## config.mk

```make
export PLATFORM = sky130hd
export DESIGN_NAME = tlph_rem
export DESIGN_NICKNAME = d
export VERILOG_FILES = /design/src/rtl/assert_macros.svh /design/src/rtl/tlph_pkg.sv /design/src/rtl/tlph_rem.sv
export SDC_FILE = /design/constraint.sdc
export NUM_CORES = 1
export LEC_CHECK = 0
export BUFFER_PORTS_ARGS = -buffer_cell sky130_fd_sc_hd__buf_2
export CORE_MARGIN = 1.5
export CORE_UTILIZATION = 63
export CTS_BUF_LIST = sky130_fd_sc_hd__clkbuf_8 sky130_fd_sc_hd__clkbuf_16
export DETAILED_ROUTE_END_ITERATION = 12
export PLACE_DENSITY = 0.86
export RECOVER_POWER = 50
export SETUP_SLACK_MARGIN = 0.2
export SLEW_MARGIN = 20
export SYNTH_ARGS = -nofsm -noshare
export SYNTH_HDL_FRONTEND = slang
export SYNTH_SLANG_ARGS = --single-unit
```

## constraint.sdc

```tcl
create_clock -name clk -period 20.6 [get_ports clk]
set_input_delay 3.09 -clock clk [delete_from_list [all_inputs] [get_ports clk]]
set_output_delay 3.09 -clock clk [all_outputs]
set_load 0.005 [all_outputs]
```

## src/rtl/assert_macros.svh

```systemverilog
// Assertion macros used by the top level of the hash table.
`ifndef ASSERT_MACROS_SVH
`define ASSERT_MACROS_SVH
// Checks that the consequent holds in the cycle of the antecedent.
`define ASSERT_IMPLY(label, clk, rst_n, ante, cons) \
	label: assert property (@(posedge clk) disable iff (!rst_n) (ante) |-> (cons)) \
	else $error("assertion failed");
// Checks that the consequent holds in the cycle after the antecedent.
`define ASSERT_NEXT(label, clk, rst_n, ante, cons) \
	label: assert property (@(posedge clk) disable iff (!rst_n) (ante) |=> (cons)) \
	else $error("assertion failed");
// Checks a condition at every clock edge out of reset.
`define ASSERT_ALWAYS(label, clk, rst_n, cond) \
	label: assert property (@(posedge clk) disable iff (!rst_n) (cond)) \
	else $error("assertion failed");
`endif

```

## src/rtl/tlph_pkg.sv

```systemverilog
// Package with the types and constants of the tagged linear probe hash table.
`timescale 1ns / 1ps
`default_nettype none
package tlph_pkg;
	localparam int SLOTS_DEF = 1024;
	localparam int KEY_BITS_DEF = 64;
	localparam int CFG_W = 11;
	localparam int SLOT_OUT_W = 10;
	localparam int COUNT_OUT_W = 11;
	localparam int TAG_W = 7;
	localparam int HASH_W = 64;
	localparam logic [CFG_W-1:0] SLOTS_IN_USE_RST = 11'd1024;
	localparam logic [7:0] CTRL_EMPTY = 8'h80;
	localparam logic [7:0] CTRL_DELETED = 8'hfe;
	localparam logic REG_SLOTS_IN_USE = 1'b0;

	typedef enum logic [1:0] {
		MODE_INSERT = 2'd0,
		MODE_FIND   = 2'd1,
		MODE_DELETE = 2'd2,
		MODE_NONE   = 2'd3
	} mode_t;

	typedef enum logic [2:0] {
		ST_CLEAR,
		ST_IDLE,
		ST_DIV,
		ST_FIRST,
		ST_PROBE,
		ST_DONE
	} state_t;

	typedef struct packed {
		logic       ctrl_we;
		logic       key_we;
		logic [7:0] ctrl_wdata;
	} mem_wr_t;
endpackage
`default_nettype wire

```

## src/rtl/tlph_rem.sv

```systemverilog
// Iterative remainder unit: start position as the hash index modulo the slot count.
`timescale 1ns / 1ps
`default_nettype none
module tlph_rem (
	input  wire logic                     clk,
	input  wire logic                     arst_n,
	input  wire logic                     start,
	input  wire logic [56:0]              value,
	input  wire logic [tlph_pkg::CFG_W-1:0] divisor,
	output logic                          done,
	output logic [tlph_pkg::CFG_W-1:0]    rem
);
	import tlph_pkg::*;

	localparam int DIG = 4;
	localparam int STEPS = 15;
	localparam int PAD_W = DIG * STEPS;

	logic [PAD_W-1:0] shift_q;
	logic [CFG_W-1:0] div_q;
	logic [CFG_W-1:0] rem_q;
	logic [3:0] cnt_q;
	logic busy_q;
	logic [CFG_W-1:0] rem_next;

	// Four restoring steps per cycle; the partial remainder stays below the divisor.
	always_comb begin
		logic [CFG_W:0] r;
		r = {1'b0, rem_q};
		for (int i = 0; i < DIG; i++) begin
			r = {r[CFG_W-1:0], shift_q[PAD_W-1-i]};
			if (r >= {1'b0, div_q}) begin
				r = r - {1'b0, div_q};
			end
		end
		rem_next = r[CFG_W-1:0];
	end

	always_ff @(posedge clk or negedge arst_n) begin
		if (!arst_n) begin
			busy_q <= 1'b0;
			cnt_q <= '0;
			done <= 1'b0;
		end else begin
			done <= 1'b0;
			if (start) begin
				busy_q <= 1'b1;
				cnt_q <= '0;
			end else if (busy_q) begin
				cnt_q <= cnt_q + 4'd1;
				if (cnt_q == 4'(STEPS - 1)) begin
					busy_q <= 1'b0;
					done <= 1'b1;
				end
			end
		end
	end

	always_ff @(posedge clk) begin
		if (start) begin
			shift_q <= {{(PAD_W-57){1'b0}}, value};
			div_q <= divisor;
			rem_q <= '0;
		end else if (busy_q) begin
			shift_q <= shift_q << DIG;
			rem_q <= rem_next;
		end
	end

	assign rem = rem_q;
endmodule
`default_nettype wire

```

==> summary.md <==
| Metric | Value |
|---|---|
| Post-route setup slack | 10.97 ns |
| Post-DP HPWL | 11,200 um |
| Gr ovfl total | 0 |
| Synth area leader | edfxtp_1 |
| Period utilization | 46.7% |
| Largest net degree at the start of global routing | 66 |
| Synthesized area | 6040 um2 |
| Setup Skew | 0.0143 ns |
| Via count | 4,743 |
| CTS tree | done |
| Seq cells post-synth | 88 |
| Worst Hold Class | reg2reg |
| Die Span Y | 101 um |
| Share of layout cells above drive strength 1 | 27.0% |
| Async set or reset register ratio after synthesis | 6.82% |
| Max Fclk | 104 MHz |
| Pins Over Slew Limit | 119 |
| Critical Path Sink Type | flip-flop |
| DIE AREA | 10,200 um2 |
| Initial DRC count | 330 |
| Final wirelength | 14,600 um |
| Final nets | 756 |
| Antenna diode count | 0 |
| Vias in the first global route | 4,656 |
| Arr. time, crit path | 9.84 ns |
| Placer Congestion | 1.04 |
| R2R Setup Slk | 10.97 ns |
| Area Overhead vs Synth | 11.2% |
| Total GRT Usage | 29.7% |
| H-tree lvl count | 3 |
| Clock period minus worst slack | 9.63 ns |
| Die Wd | 101 um |
| Ports | 83 |
| Final setup viols | 0 |
| Top post-synthesis cells by area | edfxtp_1, mux2_2, ha_1, dfxtp_1, nor2_1 |
| Share of the synthesized area in the top cell type | 33.8% |
| Clock sinks | 88 |
| Post-CTS Hold Buffers | 0 |
| Unrepaired setup endpoints after global routing | false |
| Reg area | 2470 um2 |
| First-pass GRT wire length | 23,000 um |
| Maximum fanout along the worst path | 13 |
| Setup TNS | 0 ns |
| Initial core utilization | 65.1% |
| First-pass DRT Iterations | 5 |
| Distinct cells, synth | 66 |
| Core ar. | 9280 um2 |
| Status | finished with violations |
| Detail Route Antenna Nets | 0 |
| Max cap viols | 2 |
| Crit path top cell by count | ha_1 |
| Post-synth top flop | edfxtp_1 |
| WL/cell | 18.9 um |
| Post-Synthesis Cells | 558 |
| Post-CTS setup buffer count | 0 |
| Skew-Pair Late Insertion Delay | 0.37 ns |
| Clock-pin transition on the worst setup and hold timing paths | 0.10 ns |
| Resized cells post-CTS | 0 |
| Clock Tree Root | clkbuf_8 |
| Largest stage delay, worst path | 0.83 ns |
| Ys Warns | 0 |
| Slew HR | -109% |
| Failing checks | capacitance limit, slew limit |
| Initial antenna violation count | 1 |
| Req. time, crit path | 20.82 ns |
| Num CTS Buffers | 9 |
| Post-synth EDFFs | 68 |
| # DRC | 0 |
| Seq/Total Area, Yosys | 40.9% |
| Clock Tree Buf Depth | 2 |
| CP max-delay cell | a31oi_1 |
| Most frequent cells after synthesis | edfxtp_1, mux2_2, nor2_1, ha_1, inv_1 |
| DP Worst Slack | 11.28 ns |
| Least-Margin Pin Slew | 3.13 ns |
| Drt via density | 6.17 |
| Port Buffers | 82 |
| Num rows | 35 |
| Fillers | 681 |
| Multi-input logic area | 3360 um2 |
| Crit path kind | reg2reg |
| Startpoint Class | flip-flop |
| Hold violation count in the final report | 0 |
| Avg Inst Size Synth | 10.8 um2 |
| Mapped Nets | 679 |
==> registers in the layout, indices dropped and copies added, names as in the netlist <==
name / flops
busy_q: 1
cnt_q: 4
div_q: 11
done: 1
rem: 11
shift_q: 60
==> layer usage <==
metal,vias to the layer above,GRT usage [%],wire (um)
li1,2242,-,-
met1,2235,40.6,6250
met2,238,46.3,6770
met3,28,7.28,1210
met4,0,10.8,338
met5,-,0,0
==> cell usage in the layout, fill, tap and decap left out, types with 3 or more instances in the layout <==
cell	Yosys	final
dfrtp_1	6	6
nand4_1	6	6
o21ai_0	26	26
a311oi_1	6	6
a21oi_1	23	23
clkbuf_8	0	9
buf_2	2	74
a31oi_1	4	4
dfxtp_1	14	14
o21a_1	7	7
o31ai_1	4	4
xnor2_1	19	19
a211oi_1	9	9
and3_1	4	4
a21boi_0	3	3
nand2b_1	7	7
mux2_4	3	3
and2_1	4	3
fa_1	4	4
mux2_2	68	68
edfxtp_1	68	68
or2_2	4	3
clkbuf_1	11	10
xor2_1	8	8
inv_8	0	3
o31a_1	5	5
nand2_1	23	23
nor2_1	53	53
nor4_1	3	3
nand3_1	14	14
inv_1	32	32
ha_1	46	46
a21o_1	8	8
mux2i_1	14	14
nor2b_1	7	7
o211ai_1	4	4
==> path summary, 6_finish.rpt <==
kind                                   from  cells after the start     endpoint
worst min register to register  shift_q[55]                      2  shift_q[59]
worst min-delay path            shift_q[55]                      2  shift_q[59]
min in group asynchronous            arst_n                      1     cnt_q[2]
max in group asynchronous            arst_n                      1     cnt_q[1]
worst max-delay path               div_q[5]                     31       rem[4]
worst max register to register     div_q[5]                     31       rem[4]
==> through the flow <==
step                      cell area (um2)  hold WS [ns]  util, %  cells
final                                6720         0.526     72.3    769
after floorplan                      6040         0.456        -    558
after CTS                            6740         0.534     72.5    769
after global routing                 6720         0.552     72.3    769
after global placement               6540         0.485     70.5    753
after detailed placement             6540         0.501     70.5    753
==> cells by family after synthesis <==
family	after synthesis	share of synthesized area [%]
AND/OR/NAND/NOR	135	10.8
buffers and inverters	51	3.46
AO/OA/AOI/OAI	122	14.3
adder cells (fa/ha/maj)	50	10.9
XOR/XNOR	27	3.92
multiplexers	85	15.7
flip-flops	88	40.9
==> worst max-delay path, delay by kind of cell (launching register included) <==
family	cells	cell delay (ns)
AO/OA/AOI/OAI	17	4.48
adder cells (fa/ha/maj)	4	1.54
buffers and inverters	1	0.21
flip-flops	1	0.37
multiplexers	3	1.07
AND/OR/NAND/NOR	6	1.78
==> area by class of cell <==
| type | instances | area share (%) |
|---|---|---|
| clock inverter | 7 | 1.01 |
| timing repair buffer | 84 | 6.07 |
| tap | 129 | 2.40 |
| clock buffer | 9 | 1.84 |
| multi-input combinational | 419 | 50.0 |
| inverter | 33 | 1.84 |
| sequential | 88 | 36.8 |
Power is not shown: default switching activity piles up to over one toggle a cycle in this logic, so the estimate is an artifact.
